[config.mk]
export PLATFORM = sky130hd
export DESIGN_NAME = sem_queue
export DESIGN_NICKNAME = d
export VERILOG_FILES = /design/src/rtl/sem_pkg.sv /design/src/rtl/sem_queue.sv
export SDC_FILE = /design/constraint.sdc
export NUM_CORES = 1
export LEC_CHECK = 0
export BUFFER_PORTS_ARGS = -buffer_cell sky130_fd_sc_hd__buf_2
export CAP_MARGIN = 5
export CORE_MARGIN = 2
export CORE_UTILIZATION = 51
export CTS_CLUSTER_SIZE = 8
export DETAILED_ROUTE_END_ITERATION = 6
export PLACE_DENSITY_LB_ADDON = 0.1
export SYNTH_ARGS = -nofsm -noshare
export SYNTH_HDL_FRONTEND = slang
export SYNTH_SLANG_ARGS = --single-unit
[constraint.sdc]
create_clock -name aclk -period 1.6 [get_ports aclk]
set_input_delay 0.08 -clock aclk [delete_from_list [all_inputs] [get_ports aclk]]
set_output_delay 0.08 -clock aclk [all_outputs]
set_load 0.01 [all_outputs]
[src/rtl/sem_pkg.sv]
// sobel edge magnitude package: shared types, register indexes and constants
// no dependencies; used by every module of the block but sem_ram by scoped names
`timescale 1ns / 1ps

package sem_pkg;

    // pixel and configuration widths
    localparam int PIX_W      = 8;
    localparam int CFG_ADDR_W = 4;
    localparam int CFG_DATA_W = 12;
    localparam int ROW_W      = 11;

    // configuration register indexes
    localparam logic [CFG_ADDR_W-1:0] CFG_LINE_WIDTH = 4'd0;
    localparam logic [CFG_ADDR_W-1:0] CFG_FRAME_ROWS = 4'd1;

    // register reset values and clamp limits
    localparam logic [CFG_DATA_W-1:0] LINE_WIDTH_RST = 12'd640;
    localparam logic [CFG_DATA_W-1:0] FRAME_ROWS_RST = 12'd480;
    localparam logic [CFG_DATA_W-1:0] DIM_MIN        = 12'd3;
    localparam logic [CFG_DATA_W-1:0] ROWS_MAX       = 12'd2048;

    // saturation limit of the magnitude
    localparam logic [PIX_W-1:0] SAT_MAX = 8'd255;

    // depth of the queue between front and back
    localparam int QUEUE_DEPTH = 4;

    // one classified pixel on its way to the window
    typedef struct packed {
        logic [PIX_W-1:0] pixel;
        logic [PIX_W-1:0] top;
        logic [PIX_W-1:0] mid;
        logic             border;
        logic             fill_done;
        logic             frame_last;
    } sem_item_t;

    // queue handshake status seen by the top level
    typedef struct packed {
        logic push;
        logic pop;
        logic full;
        logic empty;
    } sem_q_status_t;

endpackage

[src/rtl/sem_queue.sv]
// short fifo of classified pixels between the front and the back part
// depends on sem_pkg
`timescale 1ns / 1ps

module sem_queue (
    input  logic                   aclk,
    input  logic                   aresetn,
    input  logic                   push,
    input  sem_pkg::sem_item_t     push_item,
    input  logic                   pop,
    output sem_pkg::sem_item_t     head_item,
    output logic                   full,
    output logic                   empty,
    output sem_pkg::sem_q_status_t status
);

    localparam int PTR_W = $clog2(sem_pkg::QUEUE_DEPTH);
    localparam int CNT_W = $clog2(sem_pkg::QUEUE_DEPTH + 1);

    sem_pkg::sem_item_t entry_reg [sem_pkg::QUEUE_DEPTH];
    logic [PTR_W-1:0]   wr_ptr_reg;
    logic [PTR_W-1:0]   rd_ptr_reg;
    logic [CNT_W-1:0]   count_reg, count_next;

    assign full  = (count_reg == CNT_W'(sem_pkg::QUEUE_DEPTH));
    assign empty = (count_reg == '0);

    // occupancy
    always_comb begin
        count_next = count_reg;
        if (push && !pop) begin
            count_next = count_reg + CNT_W'(1);
        end else if (pop && !push) begin
            count_next = count_reg - CNT_W'(1);
        end
    end

    // pointers and count
    always_ff @(posedge aclk) begin
        if (!aresetn) begin
            wr_ptr_reg <= '0;
            rd_ptr_reg <= '0;
            count_reg  <= '0;
        end else begin
            if (push) begin
                wr_ptr_reg <= wr_ptr_reg + PTR_W'(1);
            end
            if (pop) begin
                rd_ptr_reg <= rd_ptr_reg + PTR_W'(1);
            end
            count_reg <= count_next;
        end
    end

    // entry storage
    always_ff @(posedge aclk) begin
        if (push) begin
            entry_reg[wr_ptr_reg] <= push_item;
        end
    end

    assign head_item = entry_reg[rd_ptr_reg];

    always_comb begin
        status.push  = push;
        status.pop   = pop;
        status.full  = full;
        status.empty = empty;
    end

endmodule

==> key figures <==
Worst hold path
  • Hold WC Path Type: in2reg
  • HP Start: push

Logic synthesis
  • #FFs+latches synth: 117
  • Ys Warns: 0
  • Cells taking the most area after synthesis: edfxtp_1 (73%), mux4_2 (10%), mux4_1 (4.2%)
  • Post-Synth Simple-Gate Area: 0.0207
  • Netlist cell types: 22
  • Count leader, synth: edfxtp_1
  • Post-synthesis sequential area ratio: 0.775
  • Synthesized area: 4420 sq um
  • Predominant post-synthesis flop cell: edfxtp_1
  • Top cell type's share of synthesized area: 0.734
  • Post-synthesis mux area share: 0.148
  • Commonest cells in the synthesized netlist: edfxtp_1 (108), mux4_2 (20), and2_1 (9), dfxtp_1 (9), mux4_1 (7)
  • Synth Area in Compound Gates: 0.00283
  • Syn Nets: 225
  • Area leader, netlist: edfxtp_1
  • Async set or reset register ratio after synthesis: 0
  • Number of synthesized flops with an enable pin: 108
  • Largest family of logic cells by synthesized area: multiplexers
  • Area share of xor/xnor cells in the synthesized design: 0.00991
  • Post-Syn Area per Cell: 23.5 sq um
  • Mapped Cells: 188
  • Synth Area in Adders: 0.0187

Outcome
  • Status: finished, violations left
  • Failing checks: negative setup slack

Global routing
  • Initial antenna violation count: 0
  • First-pass GRT wire length: 11700 um
  • GR Util All Layers: 0.169
  • Grt ovf: 0
  • Largest net degree at the start of global routing: 28
  • Number of global-route vias before repair: 2254

STA
  • Fin worst setup slack: -0.247 ns
  • Clock Skew: 0.00468 ns
  • Minimum clock period: 1.85 ns
  • Tcrit/Tclk final: 1.15
  • Max Fclk: 0.542 GHz
  • Setup violators final: 27
  • Pins Over Slew Limit: 0
  • Fin. Hold Viols: 0
  • Least-Margin Pin Slew: 0.420 ns
  • Unrepaired setup endpoints after global routing: yes
  • Relative slew slack: 0.720
  • Setup TNS: -5.83 ns

Drt
  • Vias: 2147
  • Wire per inst: 17.9 um
  • Pre-antenna DRT Iters: 4
  • DR iter-0 viols: 93
  • Residual DRC: 0
  • Number of vias per cell: 5.15
  • Antenna viol nets, final: 0
  • DRT Wirelength: 7460 um

CTS
  • CTS tree: done
  • Clock Sinks: 117
  • Post-CTS Setup Inserts: 0
  • Htree depth: 4
  • Clock Tree Buf Depth: 2
  • CTS buffer count: 17
  • Worst skew pair latency: 0.50 ns
  • Clk pin slew, worst setup/hold paths: 0.05 ns
  • Root Driver: clkbuf_8

Floorplan
  • Chip height: 97.1 um
  • Core area: 8300 sq um
  • Starting Density: 0.532
  • Core Rows: 33
  • Die Area: 9430 sq um
  • Io pins: 64
  • Die X: 97.1 um

Place
  • GPL Wtd Cong: 0.626
  • I/O Buffers: 63
  • Final HPWL DP: 4140 um

Critical path
  • Slowest stage delay, CP: 0.53 ns
  • CP cell instances: buf_16 > mux4_2 > buf_6
  • Arr. time, crit path: 1.77 ns
  • Buf/Inv on CP: 2
  • Crit Path Max Fanout: 10
  • Setup CP Type: reg2out
  • Worst R2R Start: count_reg[0]
  • Type of origin of the critical path: flip-flop
  • CP max stage cell: mux4_2
  • Setup crit end kind: output port
  • Worst path top cell family by delay: multiplexers
  • Required @ worst endpoint: 1.52 ns

Finish
  • Layout cell share with drive strength beyond 1: 0.442
  • Fin nets: 336
  • Layout area overhead: 34.0%
  • Ant. Diodes: 0
  • Max reg flops: 108

Power and ir drop
  • Leakage: 2.14 nW
  • Total Power: 8.51 mW
  • Max VDD drop: 0.000927 V
  • PD cells: 1440 nW/um^2

Run
  • Max_cap viols: 0
## where the power goes
group | internal [mW] | total (mW) | switching, mW
logic | 0.479 | 0.867 | 0.389
clock network | 2.83 | 4.07 | 1.24
registers | 3.51 | 3.57 | 0.0600
## what timing repair did
item                                    CTS  global route
hold endpoints to repair                117             0
endpoints found under the setup margin   54            82
cloned                                    1             1
resized for setup                        10            20
hold buffers                             29             0
## worst reg2reg max path: cells and delay by family, from the launching register on
| kind | cells | cell delay, ns |
|---|---|---|
| adder cells (fa/ha/maj) | 1 | 0.39 |
| flip-flops | 1 | 0.35 |
| AND/OR/NAND/NOR | 1 | 0.30 |
| XOR/XNOR | 1 | 0.15 |
| AO/OA/AOI/OAI | 1 | 0.14 |
## cells in the final DEF, fill, tap and decap left out, types with 2 or more instances in the layout
cell type,count
edfxtp_1,108
buf_2,51
dlygate4sd3_1,29
mux4_2,27
clkbuf_16,17
buf_6,12
dfxtp_1,8
bufinv_16,6
and2_1,5
clkinv_2,5
buf_4,5
inv_1,4
ha_1,4
and2_4,3
xor2_1,3
clkinv_4,3
xnor2_1,2
mux2i_1,2
nor2b_1,2
buf_12,2
## layer usage
metal,up-vias,part of all wire,global-route usage
li1,992,-,-
met1,1093,0.44,0.216
met2,55,0.52,0.275
met3,7,0.037,0.0511
met4,0,0.0070,0.0650
met5,-,0,0
## through the flow
| stage | hold slack, ns | instance area, sq um | utilization | cells | setup WS, ns |
|---|---|---|---|---|---|
| floorplan | 0.179 | 4420 | - | 188 | 0.0141 |
| global placement | 0.295 | 4860 | 0.586 | 354 | 0.0425 |
| detailed placement | 0.301 | 4860 | 0.586 | 354 | 0.00723 |
| CTS | 0.00191 | 5850 | 0.705 | 416 | -0.266 |
| global route | 0.0572 | 5920 | 0.713 | 417 | -0.300 |
| finish | 0.0234 | 5920 | 0.713 | 417 | -0.247 |
## cell families (layout without fill, tap and decap cells)
family / count (synthesis) / count (layout)
DFF: 117 / 117
buffers and inverters: 14 / 138
xor gates and xnor gates: 5 / 5
and+or+nand+nor: 15 / 15
AOI/OAI and AO/OA: 2 / 2
muxes: 29 / 29
adders and majority gates: 6 / 6
## path summary, 6_finish.rpt
kind / slack (ns) / depth (start not counted) / to
setup / recovery: -0.25 / 3 / head_item[20]
hold / removal: 0.02 / 4 / wr_ptr_reg[1]
setup reg to reg: 0.20 / 4 / count_reg[2]
hold reg to reg: 0.50 / 2 / count_reg[2]
## final cells by class
type,instances,area [sq um]
fillers,540,2380
multi-input cells,57,872
repair buffers,102,826
flip-flops and latches,117,3430
clock inverters,15,235
clock buffers,17,414
well taps,105,131
inverters,4,15.0
No activity file was read; power rests on OpenSTA's default activity.
