**src/rtl/sem_pkg.sv**
```systemverilog
// sobel edge magnitude package: shared types, register indexes and constants
// no dependencies; used by every module of the block but sem_ram by scoped names
`timescale 1ns / 1ps

package sem_pkg;

    // pixel and configuration widths
    localparam int PIX_W      = 8;
    localparam int CFG_ADDR_W = 4;
    localparam int CFG_DATA_W = 12;
    localparam int ROW_W      = 11;

    // configuration register indexes
    localparam logic [CFG_ADDR_W-1:0] CFG_LINE_WIDTH = 4'd0;
    localparam logic [CFG_ADDR_W-1:0] CFG_FRAME_ROWS = 4'd1;

    // register reset values and clamp limits
    localparam logic [CFG_DATA_W-1:0] LINE_WIDTH_RST = 12'd640;
    localparam logic [CFG_DATA_W-1:0] FRAME_ROWS_RST = 12'd480;
    localparam logic [CFG_DATA_W-1:0] DIM_MIN        = 12'd3;
    localparam logic [CFG_DATA_W-1:0] ROWS_MAX       = 12'd2048;

    // saturation limit of the magnitude
    localparam logic [PIX_W-1:0] SAT_MAX = 8'd255;

    // depth of the queue between front and back
    localparam int QUEUE_DEPTH = 4;

    // one classified pixel on its way to the window
    typedef struct packed {
        logic [PIX_W-1:0] pixel;
        logic [PIX_W-1:0] top;
        logic [PIX_W-1:0] mid;
        logic             border;
        logic             fill_done;
        logic             frame_last;
    } sem_item_t;

    // queue handshake status seen by the top level
    typedef struct packed {
        logic push;
        logic pop;
        logic full;
        logic empty;
    } sem_q_status_t;

endpackage

```
**src/rtl/sem_back.sv**
```systemverilog
// back part: 3x3 window, sobel gradients, magnitude and output register
// depends on sem_pkg
`timescale 1ns / 1ps

module sem_back (
    input  logic                      aclk,
    input  logic                      aresetn,
    input  sem_pkg::sem_item_t        q_item,
    input  logic                      q_empty,
    output logic                      q_pop,
    output logic                      m_valid,
    input  logic                      m_ready,
    output logic [sem_pkg::PIX_W-1:0] m_edge_res,
    output logic                      m_out_valid,
    output logic                      m_frame_last
);

    localparam int G_W = sem_pkg::PIX_W + 3;

    logic [sem_pkg::PIX_W-1:0] win_reg [3][3];
    logic                      s1_valid_reg, s1_border_reg, s1_fill_reg, s1_last_reg;
    logic                      s2_valid_reg, s2_border_reg, s2_fill_reg, s2_last_reg;
    logic signed [G_W-1:0]     gx_reg, gy_reg;
    logic                      m_valid_reg;
    logic [sem_pkg::PIX_W-1:0] m_edge_reg;
    logic                      m_fill_reg, m_last_reg;

    logic                      adv_out, adv2, adv1;
    logic [G_W-1:0]            x_pos, x_neg, y_pos, y_neg;
    logic signed [G_W-1:0]     gx_next, gy_next;
    logic [G_W-2:0]            ax, ay;
    logic [G_W-1:0]            mag;
    logic [sem_pkg::PIX_W-1:0] edge_next;

    // stage advance chain from the output register back to the queue
    assign adv_out = !m_valid_reg || m_ready;
    assign adv2    = !s2_valid_reg || adv_out;
    assign adv1    = !s1_valid_reg || adv2;
    assign q_pop   = !q_empty && adv1;

    // window shifts left, the new column comes from the queue entry
    always_ff @(posedge aclk) begin
        if (!aresetn) begin
            for (int r = 0; r < 3; r++) begin
                for (int c = 0; c < 3; c++) begin
                    win_reg[r][c] <= '0;
                end
            end
        end else if (q_pop) begin
            for (int r = 0; r < 3; r++) begin
                win_reg[r][0] <= win_reg[r][1];
                win_reg[r][1] <= win_reg[r][2];
            end
            win_reg[0][2] <= q_item.top;
            win_reg[1][2] <= q_item.mid;
            win_reg[2][2] <= q_item.pixel;
        end
    end

    // stage one flags
    always_ff @(posedge aclk) begin
        if (!aresetn) begin
            s1_valid_reg <= 1'b0;
        end else if (adv1) begin
            s1_valid_reg <= q_pop;
        end
    end

    always_ff @(posedge aclk) begin
        if (q_pop) begin
            s1_border_reg <= q_item.border;
            s1_fill_reg   <= q_item.fill_done;
            s1_last_reg   <= q_item.frame_last;
        end
    end

    // gradients from the current window
    always_comb begin
        x_pos = G_W'(win_reg[0][2]) + (G_W'(win_reg[1][2]) << 1) + G_W'(win_reg[2][2]);
        x_neg = G_W'(win_reg[0][0]) + (G_W'(win_reg[1][0]) << 1) + G_W'(win_reg[2][0]);
        y_pos = G_W'(win_reg[0][0]) + (G_W'(win_reg[0][1]) << 1) + G_W'(win_reg[0][2]);
        y_neg = G_W'(win_reg[2][0]) + (G_W'(win_reg[2][1]) << 1) + G_W'(win_reg[2][2]);
        gx_next = signed'(x_pos) - signed'(x_neg);
        gy_next = signed'(y_pos) - signed'(y_neg);
    end

    // stage two: registered gradients
    always_ff @(posedge aclk) begin
        if (!aresetn) begin
            s2_valid_reg <= 1'b0;
        end else if (adv2) begin
            s2_valid_reg <= s1_valid_reg;
        end
    end

    always_ff @(posedge aclk) begin
        if (adv2) begin
            gx_reg        <= gx_next;
            gy_reg        <= gy_next;
            s2_border_reg <= s1_border_reg;
            s2_fill_reg   <= s1_fill_reg;
            s2_last_reg   <= s1_last_reg;
        end
    end

    // absolute sum with saturation, border pixels give zero
    always_comb begin
        ax  = gx_reg[G_W-1] ? (G_W-1)'(-gx_reg) : gx_reg[G_W-2:0];
        ay  = gy_reg[G_W-1] ? (G_W-1)'(-gy_reg) : gy_reg[G_W-2:0];
        mag = G_W'(ax) + G_W'(ay);
        if (s2_border_reg) begin
            edge_next = '0;
        end else if (mag > G_W'(sem_pkg::SAT_MAX)) begin
            edge_next = sem_pkg::SAT_MAX;
        end else begin
            edge_next = mag[sem_pkg::PIX_W-1:0];
        end
    end

    // output register
    always_ff @(posedge aclk) begin
        if (!aresetn) begin
            m_valid_reg <= 1'b0;
        end else if (adv_out) begin
            m_valid_reg <= s2_valid_reg;
        end
    end

    always_ff @(posedge aclk) begin
        if (adv_out) begin
            m_edge_reg <= edge_next;
            m_fill_reg <= s2_fill_reg;
            m_last_reg <= s2_last_reg;
        end
    end

    assign m_valid      = m_valid_reg;
    assign m_edge_res   = m_edge_reg;
    assign m_out_valid  = m_fill_reg;
    assign m_frame_last = m_last_reg;

endmodule

```
**config.mk**
```make
export PLATFORM = sky130hd
export DESIGN_NAME = sem_back
export DESIGN_NICKNAME = d
export VERILOG_FILES = /design/src/rtl/sem_pkg.sv /design/src/rtl/sem_back.sv
export SDC_FILE = /design/constraint.sdc
export NUM_CORES = 1
export LEC_CHECK = 0
export BUFFER_PORTS_ARGS = -buffer_cell sky130_fd_sc_hd__buf_2
export CELL_PAD_IN_SITES_DETAIL_PLACEMENT = 0
export CELL_PAD_IN_SITES_GLOBAL_PLACEMENT = 1
export CORE_MARGIN = 2
export CORE_UTILIZATION = 46
export CTS_CLUSTER_SIZE = 16
export DETAILED_ROUTE_END_ITERATION = 16
export PLACE_DENSITY_LB_ADDON = 0.2
export SETUP_SLACK_MARGIN = 0.1
export SLEW_MARGIN = 20
export SYNTH_ARGS = -nofsm -noshare
export SYNTH_HDL_FRONTEND = slang
export SYNTH_SLANG_ARGS = --single-unit
```
**constraint.sdc**
```tcl
create_clock -name aclk -period 3.6 [get_ports aclk]
set_clock_uncertainty 0.15 [all_clocks]
set_input_delay 0.18 -clock aclk [delete_from_list [all_inputs] [get_ports aclk]]
set_output_delay 0.18 -clock aclk [all_outputs]
set_load 0.01 [all_outputs]
```
==> flow_summary.toml <==
[sta]
hold_viol_final = 0
unrepaired_setup_endpoints_after_global_routing = "true"
clock.fmax_ghz = 0.279
period_minus_slack_ns = 3.59
slew_viols_final = 0
fin_crit_sh_pct = 99.7
postLayoutSetupSlackWorst_ns = 0.0101
worst_slew_pin_slew_ns = 0.956
hold-worst-slack_ns = 0.0847
timing.final.setup_violations = 0
relSlewSlack_pct = 36.1

[cells_and_area]
max_reg_flops = 72
drive_gt1_share_pct = 19.3
antenna_cells = 0
finish.net_count = 727
layout-area-overhead-vs-synth_pct = 21.6
n_fill_cell = 1165
final_core_utilization_pct = 57.4

[grt]
grt_start_max_net_pins = 75
wire_length_of_the_first_global_routing_pass_um = 20400
grt_pass1_vias = 4223
globalRouteOverflowTotal = 0
global_route.usage.total_pct = 16.4
grt_antenna_before_repair = 0

[clock_network]
ctsLongestPathBuffers = 2
clkTransAtPathRegs_ns = 0.05
cts_root_buffer = "sky130_fd_sc_hd__clkbuf_16"
tritoncts.num_buffers = 17
worstSkewPairLatency_ns = 0.41
cts_tree = "yes"
clock_sink_count = 113
cts_max_level = 4

[die]
io_pins = 43
floorplan.rows = 44
core_region_area_um2 = 14600
die_area_um2 = 16000
start_util_pct = 47.2
die-width_um = 126
floorplan.die.height_um = 126

[place]
port_buffers = 42
globalplace.congestion = 0.772
pre_cts_slack_ns = -0.0782
detailedPlacementHpwl_um = 8470

[pwr]
vdd.ir_drop.worst_v = 0.000599
power-per-cell-area_nw_per_um2 = 961
power_leakage_nw = 3.59

[detailed_routing]
drt-total-wl_um = 11900
routed_wire_length_per_instance_um = 15.0
tritonroute_pass_1_iters = 4
vias_per_cell = 5.00
first_iter_violations = 112
routed-via-count = 3972
ant_nets = 0
remaining_drc_errors = 0

[critical_path]
worst-endpoint-required_ns = 3.61
max_stage_delay_ns = 0.59
launching_element_of_the_worst_setup_path = "win_reg[0][50]"
critPathKind = "flip-flop to flip-flop"
critical_path.reg2reg.startpoint = "win_reg[0][50]"
setup.worst_path.start_class = "flip-flop"
cp_slowest_cell = "sky130_fd_sc_hd__fa_1"
crit_arrival_ns = 3.60
timing.critical_path.fanout_max = 3
worstPathCellList = "fa_1 -> fa_1 -> fa_1 -> inv_2 -> fa_2 -> nor2b_1 -> o21a_1 -> nor2_2 -> o21bai_2 -> a311oi_2 -> xnor2_1"
critPathMostFrequentCell = "sky130_fd_sc_hd__fa_1"
cp-end-kind = "flip-flop"

[synthesis]
distinct_cells_synth = 43
synthDominantAreaCellType = "sky130_fd_sc_hd__edfxtp_1"
yosys_reg_bits = 113
synthesis.instances = 511
asyncSetResetFlopFracSynth_pct = 0
post_synth_instance_area_um2 = 6880
synth_top_area_share_pct = 48.0
post_synth.cell_area_avg_um2 = 13.5
synth_nets = 641
yosys_warnings = 0
netlist_top_cells_area = "sky130_fd_sc_hd__edfxtp_1, sky130_fd_sc_hd__fa_1, sky130_fd_sc_hd__and3_1"
postSynth.topFlopCell = "sky130_fd_sc_hd__edfxtp_1"
synth_sequential_area_ratio_pct = 48.9
synth_enable_flop_cells = 110

[hold_path]
launch_instance_of_the_worst_min_delay_path = "m_ready"
holdCritPathClass = "input port to flip-flop"

[flow_run]
drv_cap = 0

[run_status]
result_of_the_run = "complete, no violations"
per-layer routing:
layer  vias to the layer above  GRT usage, %  wire [um]
met5                         -             0          0
met4                         0          6.40        200
met3                        13          3.75        340
met2                        61          25.9       5740
met1                      1930          22.2       5670
li1                       1968             -          -
final timing paths:
path	endpoint	slack, ns	depth (start not counted)
worst max-delay path	gx_reg[9]	0.01	11
worst min-delay path	s1_valid_reg	0.08	4
worst max register to register	gx_reg[9]	0.01	11
worst min register to register	s2_fill_reg	0.27	0
where the power goes:
| group | switching (mW) | internal, mW |
|---|---|---|
| clock network | 0.564 | 1.15 |
| logic | 2.15 | 2.12 |
| registers | 0.195 | 1.87 |
| total | 2.91 | 5.14 |
what timing repair did:
action,in CTS,in global routing
setup buffers,1,1
endpoints found under the hold margin,31,0
hold buffers,29,0
pin swaps,17,8
resized for setup,9,11
setup endpoints to repair,10,13
cell usage in the layout, fill, tap and decap left out, drive strengths merged, types with 4 or more instances in the layout:
cell type / count
nor2b: 9
nand2b: 7
xor2: 7
nand2: 11
inv: 61
o21ai: 9
dlygate4sd3: 29
a31oi: 14
a21o: 8
bufinv: 4
edfxtp: 110
ha: 36
o31ai: 5
o21a: 8
and3: 72
fa: 63
clkinv: 5
a21oi: 12
nor2: 8
xnor2: 30
clkbuf: 20
buf: 57
area by class of cell:
class / instances / area (um2) / share of cell area (%)
timing repair buffer: 86 / 626 / 7.48
inverter: 61 / 229 / 2.74
clock inverter: 12 / 165 / 1.97
sequential: 113 / 3360 / 40.2
multi-input combinational: 318 / 3320 / 39.7
tap: 184 / 230 / 2.75
clock buffer: 20 / 437 / 5.22
stage by stage:
stage | std cells | TNS, ns | power (mW) | instance area, um2
6_report | 794 | 0 | 8.05 | 8370
4_1_cts | 793 | -0.0848 | 7.99 | 8300
3_5_place_dp | 731 | -0.304 | 6.15 | 7380
3_3_place_gp | 731 | -0.0258 | 6.09 | 7380
2_1_floorplan | 511 | 0 | 5.28 | 6880
5_1_grt | 794 | -0.675 | 8.73 | 8370
Yosys cell counts (2+ instances only):
master,n
sky130_fd_sc_hd__and3_1,72
sky130_fd_sc_hd__nand2b_1,7
sky130_fd_sc_hd__nor2b_1,9
sky130_fd_sc_hd__o21a_1,8
sky130_fd_sc_hd__nand2_1,11
sky130_fd_sc_hd__nor2_1,7
sky130_fd_sc_hd__xor2_1,7
sky130_fd_sc_hd__a21o_1,7
sky130_fd_sc_hd__or3_1,3
sky130_fd_sc_hd__dfxtp_1,3
sky130_fd_sc_hd__a21oi_1,12
sky130_fd_sc_hd__o21ai_0,8
sky130_fd_sc_hd__o31ai_1,3
sky130_fd_sc_hd__fa_1,63
sky130_fd_sc_hd__edfxtp_1,110
sky130_fd_sc_hd__o31ai_2,2
sky130_fd_sc_hd__inv_1,61
sky130_fd_sc_hd__xnor2_1,29
sky130_fd_sc_hd__ha_1,36
sky130_fd_sc_hd__clkbuf_1,17
sky130_fd_sc_hd__a31oi_1,13
sky130_fd_sc_hd__nor3_1,2
critical path, delay by kind of cell (launching register included):
kind | cells | cell delay (ns)
adders and majority gates | 4 | 1.96
and+or+nand+nor | 2 | 0.17
DFF | 1 | 0.46
xor gates and xnor gates | 1 | 0.13
AOI/OAI and AO/OA | 3 | 0.41
buffers and inverters | 1 | 0.05
cells by family after synthesis:
family	Yosys count	share of synthesized area, %
buf+inv	80	4.38
flops	113	48.9
fa+ha+maj	99	24.9
simple gates	116	9.91
compound gates	66	6.98
xor+xnor	37	4.98
Power figures use the tool's default switching activity.
